==> config.mk <==
export PLATFORM = sky130hd
export DESIGN_NAME = cpu_opcode_decoder
export DESIGN_NICKNAME = d
export VERILOG_FILES = /design/src/rtl/cod_pkg.sv /design/src/rtl/cod_decode.sv /design/src/rtl/cpu_opcode_decoder.sv
export SDC_FILE = /design/constraint.sdc
export NUM_CORES = 1
export LEC_CHECK = 0
export BUFFER_PORTS_ARGS = -buffer_cell sky130_fd_sc_hd__buf_2
export CORE_ASPECT_RATIO = 1.2
export CORE_MARGIN = 2
export CORE_UTILIZATION = 35
export CTS_CLUSTER_DIAMETER = 120
export DETAILED_ROUTE_END_ITERATION = 8
export GPL_ROUTABILITY_DRIVEN = 0
export GPL_TIMING_DRIVEN = 0
export PLACE_DENSITY = 0.6
export SKIP_CTS_REPAIR_TIMING = 1
export SLEW_MARGIN = 10
export SYNTH_ARGS = -nofsm -noshare
export SYNTH_HDL_FRONTEND = slang
export SYNTH_SLANG_ARGS = --single-unit
==> constraint.sdc <==
create_clock -name clk -period 4.2 [get_ports clk]
set_clock_uncertainty 0.15 [all_clocks]
set_input_delay 0.21 -clock clk [delete_from_list [all_inputs] [get_ports clk]]
set_output_delay 0.21 -clock clk [all_outputs]
set_load 0.01 [all_outputs]
==> src/rtl/cod_pkg.sv <==
// ----------------------------------------------------------------------------
// cod_pkg
// Shared types and constants for the opcode decoder: operation classes,
// fixed opcode values and the decoded record that travels between modules.
// ----------------------------------------------------------------------------
package cod_pkg;

	// Fixed opcode values that get a decoding of their own.
	localparam logic [7:0] OPC_HALT   = 8'h76;
	localparam logic [7:0] OPC_PREFIX = 8'hCB;

	typedef enum logic [5:0] {
		OP_NOP            = 6'd0,
		OP_STOP           = 6'd1,
		OP_HALT           = 6'd2,
		OP_LD_R16_IMM16   = 6'd3,
		OP_LD_MEM16_A     = 6'd4,
		OP_LD_A_MEM16     = 6'd5,
		OP_LD_IMM16MEM_SP = 6'd6,
		OP_INC_R16        = 6'd7,
		OP_DEC_R16        = 6'd8,
		OP_ADD_HL_R16     = 6'd9,
		OP_INC_R8         = 6'd10,
		OP_DEC_R8         = 6'd11,
		OP_LD_R8_IMM8     = 6'd12,
		OP_RLCA           = 6'd13,
		OP_RRCA           = 6'd14,
		OP_RLA            = 6'd15,
		OP_RRA            = 6'd16,
		OP_DAA            = 6'd17,
		OP_CPL            = 6'd18,
		OP_SCF            = 6'd19,
		OP_CCF            = 6'd20,
		OP_JR             = 6'd21,
		OP_JR_COND        = 6'd22,
		OP_LD_R8_R8       = 6'd23,
		OP_ALU_A_R8       = 6'd24,
		OP_ALU_A_IMM8     = 6'd25,
		OP_RET_COND       = 6'd26,
		OP_RET            = 6'd27,
		OP_RETI           = 6'd28,
		OP_JP_COND        = 6'd29,
		OP_JP             = 6'd30,
		OP_JP_HL          = 6'd31,
		OP_CALL_COND      = 6'd32,
		OP_CALL           = 6'd33,
		OP_RST            = 6'd34,
		OP_POP            = 6'd35,
		OP_PUSH           = 6'd36,
		OP_PREFIX         = 6'd37,
		OP_LDH_C_A        = 6'd38,
		OP_LDH_IMM8_A     = 6'd39,
		OP_LD_IMM16_A     = 6'd40,
		OP_LDH_A_C        = 6'd41,
		OP_LDH_A_IMM8     = 6'd42,
		OP_LD_A_IMM16     = 6'd43,
		OP_ADD_SP_E8      = 6'd44,
		OP_LD_HL_SP_E8    = 6'd45,
		OP_LD_SP_HL       = 6'd46,
		OP_DI             = 6'd47,
		OP_EI             = 6'd48,
		OP_SHIFT          = 6'd49,
		OP_BIT            = 6'd50,
		OP_RES            = 6'd51,
		OP_SET            = 6'd52,
		OP_ILLEGAL        = 6'd53
	} cod_class_t;

	typedef struct packed {
		cod_class_t  op_class;
		logic [2:0]  alu_kind;
		logic [2:0]  dst_code;
		logic [2:0]  src_code;
		logic [1:0]  pair_code;
		logic [1:0]  cond_code;
		logic [2:0]  bit_number;
		logic [5:0]  restart_vector;
		logic [1:0]  imm_bytes;
		logic        illegal;
	} cod_rec_t;

endpackage

==> src/rtl/cod_decode.sv <==
// ----------------------------------------------------------------------------
// cod_decode
// Combinational decode of one opcode byte, plain or after the prefix byte,
// into the decoded record. Fields that a class does not use stay zero.
// ----------------------------------------------------------------------------
module cod_decode
	import cod_pkg::*;
(
	input  logic [7:0] opcode,
	input  logic       after_prefix,
	output cod_rec_t   rec
);

	logic [2:0] r_field;
	logic [1:0] p_field;
	logic [2:0] z_field;

	assign r_field = opcode[5:3];
	assign p_field = opcode[5:4];
	assign z_field = opcode[2:0];

	always_comb begin
		rec          = '0;
		rec.op_class = OP_NOP;
		if (after_prefix) begin
			case (opcode[7:6])
				2'd0: begin
					rec.op_class = OP_SHIFT;
					rec.alu_kind = r_field;
					rec.dst_code = z_field;
				end
				2'd1: begin
					rec.op_class   = OP_BIT;
					rec.bit_number = r_field;
					rec.src_code   = z_field;
				end
				2'd2: begin
					rec.op_class   = OP_RES;
					rec.bit_number = r_field;
					rec.dst_code   = z_field;
				end
				default: begin
					rec.op_class   = OP_SET;
					rec.bit_number = r_field;
					rec.dst_code   = z_field;
				end
			endcase
		end else begin
			case (opcode[7:6])
				2'd0: begin
					case (opcode)
						8'h00: rec.op_class = OP_NOP;
						8'h08: begin
							rec.op_class  = OP_LD_IMM16MEM_SP;
							rec.imm_bytes = 2'd2;
						end
						// STOP is followed by one padding byte.
						8'h10: begin
							rec.op_class  = OP_STOP;
							rec.imm_bytes = 2'd1;
						end
						8'h18: begin
							rec.op_class  = OP_JR;
							rec.imm_bytes = 2'd1;
						end
						8'h07: rec.op_class = OP_RLCA;
						8'h0F: rec.op_class = OP_RRCA;
						8'h17: rec.op_class = OP_RLA;
						8'h1F: rec.op_class = OP_RRA;
						8'h27: rec.op_class = OP_DAA;
						8'h2F: rec.op_class = OP_CPL;
						8'h37: rec.op_class = OP_SCF;
						8'h3F: rec.op_class = OP_CCF;
						default: begin
							case (opcode[3:0])
								4'h1: begin
									rec.op_class  = OP_LD_R16_IMM16;
									rec.imm_bytes = 2'd2;
									rec.pair_code = p_field;
								end
								4'h2: begin
									rec.op_class  = OP_LD_MEM16_A;
									rec.pair_code = p_field;
								end
								4'hA: begin
									rec.op_class  = OP_LD_A_MEM16;
									rec.pair_code = p_field;
								end
								4'h3: begin
									rec.op_class  = OP_INC_R16;
									rec.pair_code = p_field;
								end
								4'hB: begin
									rec.op_class  = OP_DEC_R16;
									rec.pair_code = p_field;
								end
								4'h9: begin
									rec.op_class  = OP_ADD_HL_R16;
									rec.pair_code = p_field;
								end
								default: begin
									case (z_field)
										3'd4: begin
											rec.op_class = OP_INC_R8;
											rec.dst_code = r_field;
										end
										3'd5: begin
											rec.op_class = OP_DEC_R8;
											rec.dst_code = r_field;
										end
										3'd6: begin
											rec.op_class  = OP_LD_R8_IMM8;
											rec.imm_bytes = 2'd1;
											rec.dst_code  = r_field;
										end
										// Only the conditional relative jumps are left here.
										default: begin
											rec.op_class  = OP_JR_COND;
											rec.imm_bytes = 2'd1;
											rec.cond_code = r_field[1:0];
										end
									endcase
								end
							endcase
						end
					endcase
				end
				2'd1: begin
					if (opcode == OPC_HALT) begin
						rec.op_class = OP_HALT;
					end else begin
						rec.op_class = OP_LD_R8_R8;
						rec.dst_code = r_field;
						rec.src_code = z_field;
					end
				end
				2'd2: begin
					rec.op_class = OP_ALU_A_R8;
					rec.alu_kind = r_field;
					rec.src_code = z_field;
				end
				default: begin
					case (opcode) inside
						8'hC9: rec.op_class = OP_RET;
						8'hD9: rec.op_class = OP_RETI;
						8'hC3: begin
							rec.op_class  = OP_JP;
							rec.imm_bytes = 2'd2;
						end
						8'hE9: rec.op_class = OP_JP_HL;
						8'hCD: begin
							rec.op_class  = OP_CALL;
							rec.imm_bytes = 2'd2;
						end
						OPC_PREFIX: rec.op_class = OP_PREFIX;
						8'hE2: rec.op_class = OP_LDH_C_A;
						8'hE0: begin
							rec.op_class  = OP_LDH_IMM8_A;
							rec.imm_bytes = 2'd1;
						end
						8'hEA: begin
							rec.op_class  = OP_LD_IMM16_A;
							rec.imm_bytes = 2'd2;
						end
						8'hF2: rec.op_class = OP_LDH_A_C;
						8'hF0: begin
							rec.op_class  = OP_LDH_A_IMM8;
							rec.imm_bytes = 2'd1;
						end
						8'hFA: begin
							rec.op_class  = OP_LD_A_IMM16;
							rec.imm_bytes = 2'd2;
						end
						8'hE8: begin
							rec.op_class  = OP_ADD_SP_E8;
							rec.imm_bytes = 2'd1;
						end
						8'hF8: begin
							rec.op_class  = OP_LD_HL_SP_E8;
							rec.imm_bytes = 2'd1;
						end
						8'hF9: rec.op_class = OP_LD_SP_HL;
						8'hF3: rec.op_class = OP_DI;
						8'hFB: rec.op_class = OP_EI;
						8'hD3, 8'hDB, 8'hDD, 8'hE3, 8'hE4, 8'hEB,
						8'hEC, 8'hED, 8'hF4, 8'hFC, 8'hFD: begin
							rec.op_class = OP_ILLEGAL;
							rec.illegal  = 1'b1;
						end
						default: begin
							case (z_field)
								3'd0: begin
									rec.op_class  = OP_RET_COND;
									rec.cond_code = r_field[1:0];
								end
								3'd1: begin
									rec.op_class  = OP_POP;
									rec.pair_code = p_field;
								end
								3'd2: begin
									rec.op_class  = OP_JP_COND;
									rec.imm_bytes = 2'd2;
									rec.cond_code = r_field[1:0];
								end
								3'd4: begin
									rec.op_class  = OP_CALL_COND;
									rec.imm_bytes = 2'd2;
									rec.cond_code = r_field[1:0];
								end
								3'd5: begin
									rec.op_class  = OP_PUSH;
									rec.pair_code = p_field;
								end
								3'd6: begin
									rec.op_class  = OP_ALU_A_IMM8;
									rec.imm_bytes = 2'd1;
									rec.alu_kind  = r_field;
								end
								3'd7: begin
									rec.op_class       = OP_RST;
									rec.restart_vector = {r_field, 3'b000};
								end
								// Every opcode ending in 3 is matched above.
								default: begin
									rec.op_class = OP_ILLEGAL;
									rec.illegal  = 1'b1;
								end
							endcase
						end
					endcase
				end
			endcase
		end
	end

endmodule

==> src/rtl/cpu_opcode_decoder.sv <==
// ----------------------------------------------------------------------------
// cpu_opcode_decoder
// Instruction decoder for an 8-bit CPU core: one opcode byte in, one decoded
// record out, with an input register and a result register around the logic.
//
//   Channel  Handshake                  Payload
//   fetch    fetch_valid / fetch_stall  opcode, after_prefix
//   decode   decode_valid / decode_stall op_class ... illegal
//
// One beat per cycle is accepted and delivered while decode_stall is low.
// The rate is set by the single decode pass between the two registers.
// Reset clears both stage valid bits; payload registers are not reset.
// A stall on the decode side holds the result. When the input stage also holds
// a beat, fetch_stall rises in that same cycle; with the input stage empty, one
// more beat is taken first.
// ----------------------------------------------------------------------------
module cpu_opcode_decoder
	import cod_pkg::*;
(
	input  logic       clk,
	input  logic       arst_n,

	input  logic       fetch_valid,
	output logic       fetch_stall,
	input  logic [7:0] opcode,
	input  logic       after_prefix,

	output logic       decode_valid,
	input  logic       decode_stall,
	output logic [5:0] op_class,
	output logic [2:0] alu_kind,
	output logic [2:0] dst_code,
	output logic [2:0] src_code,
	output logic [1:0] pair_code,
	output logic [1:0] cond_code,
	output logic [2:0] bit_number,
	output logic [5:0] restart_vector,
	output logic [1:0] imm_bytes,
	output logic       illegal
);

	logic       valid_s1;
	logic [7:0] opcode_s1;
	logic       after_prefix_s1;
	logic       valid_s2;
	cod_rec_t   rec_s2;
	cod_rec_t   rec_dec;
	logic       adv_s2;
	logic       adv_s1;

	// The result register moves when it is empty or its beat is taken.
	assign adv_s2      = !valid_s2 || !decode_stall;
	assign fetch_stall = valid_s1 && !adv_s2;
	assign adv_s1      = !fetch_stall;

	always_ff @(posedge clk or negedge arst_n) begin
		if (!arst_n) begin
			valid_s1 <= 1'b0;
		end else if (adv_s1) begin
			valid_s1 <= fetch_valid;
		end
	end

	always_ff @(posedge clk) begin
		if (adv_s1 && fetch_valid) begin
			opcode_s1       <= opcode;
			after_prefix_s1 <= after_prefix;
		end
	end

	cod_decode u_decode (
		.opcode       (opcode_s1),
		.after_prefix (after_prefix_s1),
		.rec          (rec_dec)
	);

	always_ff @(posedge clk or negedge arst_n) begin
		if (!arst_n) begin
			valid_s2 <= 1'b0;
		end else if (adv_s2) begin
			valid_s2 <= valid_s1;
		end
	end

	always_ff @(posedge clk) begin
		if (adv_s2 && valid_s1) begin
			rec_s2 <= rec_dec;
		end
	end

	assign decode_valid   = valid_s2;
	assign op_class       = rec_s2.op_class;
	assign alu_kind       = rec_s2.alu_kind;
	assign dst_code       = rec_s2.dst_code;
	assign src_code       = rec_s2.src_code;
	assign pair_code      = rec_s2.pair_code;
	assign cond_code      = rec_s2.cond_code;
	assign bit_number     = rec_s2.bit_number;
	assign restart_vector = rec_s2.restart_vector;
	assign imm_bytes      = rec_s2.imm_bytes;
	assign illegal        = rec_s2.illegal;

`ifndef SYNTHESIS
	a_stall_needs_item: assert property (@(posedge clk) disable iff (!arst_n)
		fetch_stall |-> valid_s1)
		else $error("fetch_stall raised with an empty input stage");

	a_item_moves_on: assert property (@(posedge clk) disable iff (!arst_n)
		(valid_s1 && adv_s2) |=> valid_s2)
		else $error("decoded beat lost between stages");

	a_illegal_class: assert property (@(posedge clk) disable iff (!arst_n)
		(valid_s2 && illegal) |-> (rec_s2.op_class == OP_ILLEGAL))
		else $error("illegal flag without the illegal class");

	a_imm_range: assert property (@(posedge clk) disable iff (!arst_n)
		valid_s2 |-> (imm_bytes != 2'd3))
		else $error("immediate byte count out of range");

	a_rst_aligned: assert property (@(posedge clk) disable iff (!arst_n)
		valid_s2 |-> (restart_vector[2:0] == 3'd0))
		else $error("restart vector not a multiple of eight");
`endif

endmodule
Word level (Yosys, flattened, before mapping):

Cells that the tools add are included.
Widths: inputs -> output; s select.

* equality and inequality tests: 54
* mux-type cells: 105
* bitwise gates (word level): 2
* reduce and logical (&&, ||, !) cells: 29

Operator list (count)
* $eq 8x8->1 const B: 28
* $mux 6: 19
* $mux 4: 19
* $mux 3: 25
* $pmux 5 s12: 1
* $mux 2: 23
* $pmux 6 s7: 1
* $reduce_or 33->1: 1
* $eq 8x5->1 const B: 4
* $eq 8x6->1 const B: 4
* $reduce_or 32->1: 1
* $pmux 5 s6: 1
* $reduce_or 21->1: 1
* $pmux 3 s2: 3
* $pmux 6 s3: 1
* $eq 8x4->1 const B: 2
* $mux 15: 1
* $pmux 5 s3: 1
* $reduce_or 2->1: 7
* $eq 3x3->1 const B: 4
* $eq 4x4->1 const B: 3
* $pmux 2 s2: 3
* $reduce_or 12->1: 1
* $reduce_or 11->1: 1
* other kinds (25): 35

* bits in registers: 42
* input bits: 13
* output and inout bits: 33
* word-level logic and storage cells: 205

Logic depth before layout (Yosys ltp):

Gate-level depths: netlist (run 1).

* depth in word-level cells: 22
* gate-level depth with buffers: 9
* mapped depth without buffers: 8

Cells and area by module:

Synthesis (run 1) repeated with hierarchy kept, for this count alone.

* cell total of the unflattened synthesis: 271
* area, all modules: 2670.1 um2

Modules (own cells, without submodules)
* cod_decode: times used 1, cells an instance 223, area each 1376.3 um2, seq. area each 0.0 um2
* cpu_opcode_decoder: times used 1, cells an instance 48, area each 1293.7 um2, seq. area each 1251.2 um2

Least setup slack after synthesis (run 1):

Ideal clock, no wire load.

* path kind: reg2reg
* start point: register valid_s2 (netlist: decode_valid)
* end point: register rec_s2 (netlist bit alu_kind[0]) (enable)
* setup time: 456 ps
* arrival time: 2532 ps
* data required time: 3594 ps
* slack: 1062 ps
* stages on the path, launching flop included: 2
* buffers on the path: 0
* clock period less this slack: 3138 ps
* cell sequence: dfrtp_1 > a21boi_0

* word-level cells in the longest chain between the ends: 3

RTL lines
* from (decl): RTL line cpu_opcode_decoder.sv:45 `logic valid_s2;`
* from (signal assigned): RTL line cpu_opcode_decoder.sv:81 `valid_s2 <= valid_s1;`
* $logic_not 1->1: RTL line cpu_opcode_decoder.sv:52 `assign adv_s2 = !valid_s2 || !decode_stall;`
* $logic_or 1x1->1: RTL line cpu_opcode_decoder.sv:52
* $logic_and 1x1->1: RTL line cpu_opcode_decoder.sv:86 `if (adv_s2 && valid_s1) begin`
* to (signal assigned): RTL line cpu_opcode_decoder.sv:87 `rec_s2 <= rec_dec;`
* to (decl): RTL line cpu_opcode_decoder.sv:46 `cod_rec_t rec_s2;`

Every way passes these cells.
A chain may end at the register's enable or synchronous reset.

==> results of run 1 <==
layout make-up:
type                            count  area, um^2  area share
Sequential cell                    39        1160       0.350
Tap cell                           92         115      0.0347
Clock inverter                      3        43.8      0.0132
Multi-Input combinational cell    225        1420       0.427
Timing Repair Buffer               53         320      0.0966
Inverter                            8        30.0     0.00905
Buffer                             28         163      0.0490
Clock buffer                        5        68.8      0.0207
worst reg2reg max path: cells and delay by family (launching register included):
family                     cells  cell delay [ns]
AOI/OAI and AO/OA              3             0.53
adders and majority gates      1             0.26
buffers and inverters          1             0.25
DFF                            1             0.44
and+or+nand+nor                2             0.69
flip-flops by register name (all words and copies together), names as in the netlist, 3 cells and up:
name and flops:
opcode_s1 8, op_class 6, alu_kind 3, bit_number 3, dst_code 3, restart_vector 3
src_code 3
through the flow:
| stage | cell area, um^2 | util | worst slack [ns] |
|---|---|---|---|
| floorplan | 2760 | - | 1.06 |
| global placement | 3080 | 0.402 | 0.462 |
| detailed placement | 3090 | 0.404 | 1.71 |
| CTS | 3210 | 0.418 | 1.68 |
| global route | 3320 | 0.433 | 1.54 |
| finish | 3320 | 0.433 | 1.63 |
report_power, final:
group	total (mW)	internal, mW	leakage (nW)	switching [mW]
registers	0.473	0.462	0.386	0.0110
logic	0.242	0.0901	0.810	0.152
clock network	0.318	0.177	0.0581	0.141
total	1.03	0.729	1.25	0.304
Yosys cell counts, types with 2 or more instances:
library cell  instances  area, um^2
a211oi_1              4        30.0
a21boi_0              4        30.0
a21o_1                2        15.0
a21oi_1              17        85.1
a22o_1                2        17.5
a22oi_1               2        15.0
a2bb2oi_1             2        17.5
a31oi_1               3        18.8
a32oi_1               2        17.5
and2_1                6        37.5
and2b_1               3        22.5
and3_1                3        18.8
buf_2                10        50.1
buf_4                 8        60.1
buf_6                 2        22.5
clkbuf_1              7        26.3
dfrtp_1               2        50.1
edfxtp_1             37        1110
ha_1                  5        62.6
inv_1                 7        26.3
nand2_1              28         105
nand2b_1              7        43.8
nand3_1              11        55.1
nor2_1               21        78.8
nor2b_1               9        56.3
nor3_1               15        75.1
nor3b_1               7        52.6
nor4_1                5        31.3
o2111ai_1             2        17.5
o211ai_1              4        30.0
o21a_1                4        30.0
o21ai_0              13        65.1
o21bai_1              2        15.0
o221ai_1              2        17.5
o22ai_1               6        37.5
o31a_1                2        17.5
o31ai_1               3        22.5
o32a_1                4        40.0
or3_1                 2        12.5
final timing paths:
kind / start / slack (ns) / end / depth (start not counted)
min in group asynchronous: arst_n / 0.07 / valid_s1 / 2
max in group asynchronous: arst_n / 3.74 / decode_valid / 2
setup reg to reg: opcode_s1[6] / 1.63 / op_class[2] / 7
hold reg to reg: valid_s1 / 0.35 / decode_valid / 1
hold / removal: decode_stall / 0.02 / decode_valid / 2
setup / recovery: opcode_s1[6] / 1.63 / op_class[2] / 7
kinds of logic after synthesis:
group / after synthesis
other: 1
multiplexers: 1
buffers and inverters: 36
flip-flops: 39
XOR/XNOR: 1
AND/OR/NAND/NOR: 126
AO/OA/AOI/OAI: 89
adder cells (fa/ha/maj): 5
routing by layer:
| metal | GRT usage | vias to the layer above | part of all wire |
|---|---|---|---|
| met3 | 0.0319 | 42 | 0.085 |
| li1 | - | 1242 | - |
| met1 | 0.228 | 1228 | 0.38 |
| met4 | 0.125 | 0 | 0.060 |
| met5 | 0 | - | 0 |
| met2 | 0.304 | 197 | 0.47 |
==> flow_metrics.tcl, run 1 <==
set metrics [dict create \
    outcome "complete, no violations" \
    ys_seq_area_frac 0.422 \
    synth_compound_area_frac 0.236 \
    fillCellCount 787 \
    slowest_stage "edfxtp_1" \
    rsz0062_at_grt "no" \
    ys_warn_count 0 \
    tns_ns 0 \
    wl_um 8070 \
    cp_top_family "simple AND/OR/NAND/NOR gates" \
    instances_no_fill 453 \
    clk_pin_slew_ns 0.08 \
    firstDrtPassIters 6 \
    dieArea_mm2 0.00859 \
    grt_pass1_vias 2438 \
    worstPathRequired_ns 4.10 \
    hold_viol_final 0 \
    setup_viol 0 \
    ir_drop_mv 0.151 \
    cts-root-buf "clkbuf_8" \
    syn_area_per_cell_um2 9.23 \
    ant_nets 0 \
    fin_nets 378 \
    grt_max_degree 29 \
    max_cap_violations 0 \
    synth_cells 298 \
    io-pin-count 46 \
    start_util 0.359 \
    synth-simple-area-share 0.241 \
    die_width_um 84.9 \
    cts-buffers-inserted 5 \
    layout_commonest_cell "buf_2" \
    die_y_um 101 \
    row_count 35 \
    critPathLaunchType "register" \
    vias_per_cell 5.98 \
    min_period_over_period 0.613 \
    arrival_ns 2.48 \
    antenna_found_initial 0 \
    cts.sink_count 39 \
    portBuffers 42 \
    area_growth_pct 20.6 \
    final_max_slew_viol_count 0 \
    final_cell_mix "buf_2 (52), edfxtp_1 (37), nand2_1 (28)" \
    crit_buf_inv 1 \
    worstSetupEndpointType "register" \
    grt_use_total 0.187 \
    cts_tree "built" \
    synth-edff-count 37 \
    synth_top_family_by_area "simple AND/OR/NAND/NOR gates" \
    worst_pin_slew_ns 0.858 \
    wl_per_cell_um 17.8 \
    synth.area.mux_share 0.00364 \
    critPathKind "register to register" \
    fmax_mhz 389 \
    drt_iter0_drc 418 \
    grt-ovfl-total 0 \
    dr_total_vias 2709 \
    power.leakage_nw 1.25 \
    crit_chain "ha_1 > clkbuf_1 > nand3_1 > o32ai_2 > or3b_1 > o21bai_1 > o32a_1" \
    hp-class "input pin to register" \
    core_mm2 0.00766 \
    worst-path-max-fanout 10 \
    syn_area_mm2 0.00275 \
    async_flop_share 0.0513 \
    grt_pass1_wl_um 12500 \
    post_route_cells_drive_above_1_share 0.216 \
    slowest_delay_ns 0.44 \
    powerDensity_mw_per_mm2 311 \
    antennaDiodeCount 0 \
    synth_fa_ha_area_frac 0.0227 \
    yosysUniqueCellTypes 62 \
    ys_seq_elements 39 \
    power_mw 1.03 \
    cts_buffer_depth 2 \
    min_period_ns 2.57 \
    hold_slack_ns 0.0235 \
    drc 0 \
    synth_xor_area_frac 0.00318 \
    synth_top_flop_cell "edfxtp_1" \
    dpl.cell_count 434 \
    max_slew_margin 0.427 \
    hpwlAfterDp_um 5740 \
    htree_levels 2 \
    clock_latency_ns 0.30 \
]
No activity file was read; power rests on OpenSTA's default activity.
==> run 2, diff against run 1 <==
- clock period: 4.2 -> 2.45 ns (I/O delays scaled with it)
==> run 2 against run 1 <==
Clock power grew 72%. Register-to-register slack lost 1.6 ns. Cell area grew 2.0%. Highest routed layer unchanged. Setup slack lost 1.6 ns. Combinational power grew 76%. Routed wire length grew 0.41%. Worst hold slack gained 0.31 ns. Critical endpoint is now op_class[3]. Non-clock buffer count grew 3. Global-route usage grew 0.23 points. Power grew 73%. Via count grew 0.96%.
==> flow_metrics.tcl, run 2 (synthesis gave the netlist of run 1 again) <==
set metrics [dict create \
    die_y_um 101 \
    grt_pass1_wl_um 12800 \
    critPathKind "register to register" \
    antenna_found_initial 0 \
    switchingPower_mw 0.528 \
    r2r_cells 8 \
    grt_pass1_vias 2493 \
    dieArea_mm2 0.00859 \
    final_max_slew_viol_count 0 \
    cts-root-buf "clkbuf_8" \
    firstDrtPassIters 8 \
    cp_top_family "buffers and inverters" \
    instances_no_fill 456 \
    arrival_ns 2.33 \
    tns_ns 0 \
    die_width_um 84.9 \
    outcome "complete, no violations" \
    drc 0 \
    powerDensity_mw_per_mm2 528 \
    start_util 0.359 \
    switching_share 0.296 \
    drt_iter0_drc 468 \
    min_period_ns 2.45 \
    layout_commonest_cell "buf_2" \
    rsz0062_at_grt "no" \
    wl_um 8100 \
    grt-ovfl-total 0 \
    min_period_over_period 0.998 \
    holdPathStages 1 \
    crit_chain "buf_4 > buf_2 > clkbuf_1 > o21ai_0 > a2bb2oi_1 > nor2_1 > a211oi_1 > a211oi_1" \
    power_mw 1.79 \
    portBuffers 42 \
    crit_cells 8 \
    top_register "opcode_s1" \
    slowest_delay_ns 0.44 \
    cts_buffer_depth 2 \
    cts-buffers-inserted 5 \
    critPathLaunchType "register" \
    crit_buf_inv 3 \
    hpwlAfterDp_um 5680 \
    antennaDiodeCount 0 \
    cts_tree "built" \
    clock_latency_ns 0.30 \
    combPwrFrac 0.239 \
    ant_nets 0 \
    pwr-share-seq 0.454 \
    crit_top_cell "a211oi_1" \
    grt_max_degree 29 \
    clk_pin_slew_ns 0.08 \
    hp-class "register to register" \
    final_cell_mix "buf_2 (53), edfxtp_1 (37), nand2_1 (28)" \
    postPlaceCellArea_mm2 0.00309 \
    worstSetupEndpointType "register" \
    p_int_mw 1.26 \
    utilization 0.441 \
    cts.sink_count 39 \
    dpl.cell_count 434 \
    worst-path-max-fanout 10 \
    fillCellCount 744 \
    fin_nets 381 \
    core_mm2 0.00766 \
    dr_total_vias 2735 \
    max_cap_violations 0 \
    io-pin-count 46 \
    setup_viol 0 \
    max_slew_margin 0.417 \
    hold_viol_final 0 \
    largest_register_ffs 8 \
    worstPathRequired_ns 2.33 \
    worst_pin_slew_ns 0.873 \
    area_growth_pct 23.0 \
    fmax_mhz 409 \
    ir_drop_mv 0.230 \
    row_count 35 \
    grt_use_total 0.189 \
    power.leakage_nw 1.28 \
    htree_levels 2 \
    post_route_cells_drive_above_1_share 0.242 \
    slowest_stage "clkbuf_1" \
    vias_per_cell 6.00 \
    wl_per_cell_um 17.8 \
    power_frac_clock 0.307 \
    final_area_mm2 0.00338 \
]
==> run 2: worst reg2reg max path, delay by kind of cell (launching register included) <==
family | cells | cell delay [ns]
simple gates | 1 | 0.06
flops | 1 | 0.34
compound gates | 4 | 0.75
buf+inv | 3 | 0.89
==> run 2: path summary, 6_finish.rpt <==
path                         startpoint           end  slack [ns]
max in group asynchronous        arst_n  decode_valid        1.49
hold / removal                 valid_s1  decode_valid        0.34
hold reg to reg                valid_s1  decode_valid        0.34
setup reg to reg           opcode_s1[0]   op_class[3]       0.004
min in group asynchronous        arst_n      valid_s1        0.54
setup / recovery           opcode_s1[0]   op_class[3]       0.004
==> run 2: power groups by stage <==
stage	registers, mW	logic [mW]	clock network (mW)
after floorplan	0.848	0.243	0
after CTS	0.812	0.392	0.569
after global placement	0.826	0.387	0
final	0.811	0.426	0.548
after global routing	0.816	0.461	0.586
after detailed placement	0.827	0.389	0
==> run 2: layer usage <==
metal / vias to the layer above / global-route usage / part of all wire
met1: 1246 / 0.227 / 0.38
met2: 194 / 0.314 / 0.47
met5: - / 0 / 0
li1: 1246 / - / -
met4: 0 / 0.112 / 0.054
met3: 49 / 0.0393 / 0.095
==> run 2: through the flow <==
step / hold WS (ns) / setup WS (ns)
after global placement: -0.242 / -0.305
after detailed placement: -0.238 / -0.0294
after floorplan: -0.323 / 0.0521
after CTS: -0.566 / -0.0548
after global routing: 0.362 / 0.0134
final: 0.336 / 0.00396
==> run 2: cell type report <==
type,count,area (um^2),area share
tap,92,115,0.0340
multi-input combinational,225,1450,0.428
clock buffer,5,68.8,0.0203
timing repair buffer,57,355,0.105
clock inverter,3,43.8,0.0129
buffer,27,160,0.0473
sequential,39,1160,0.343
inverter,8,30.0,0.00888
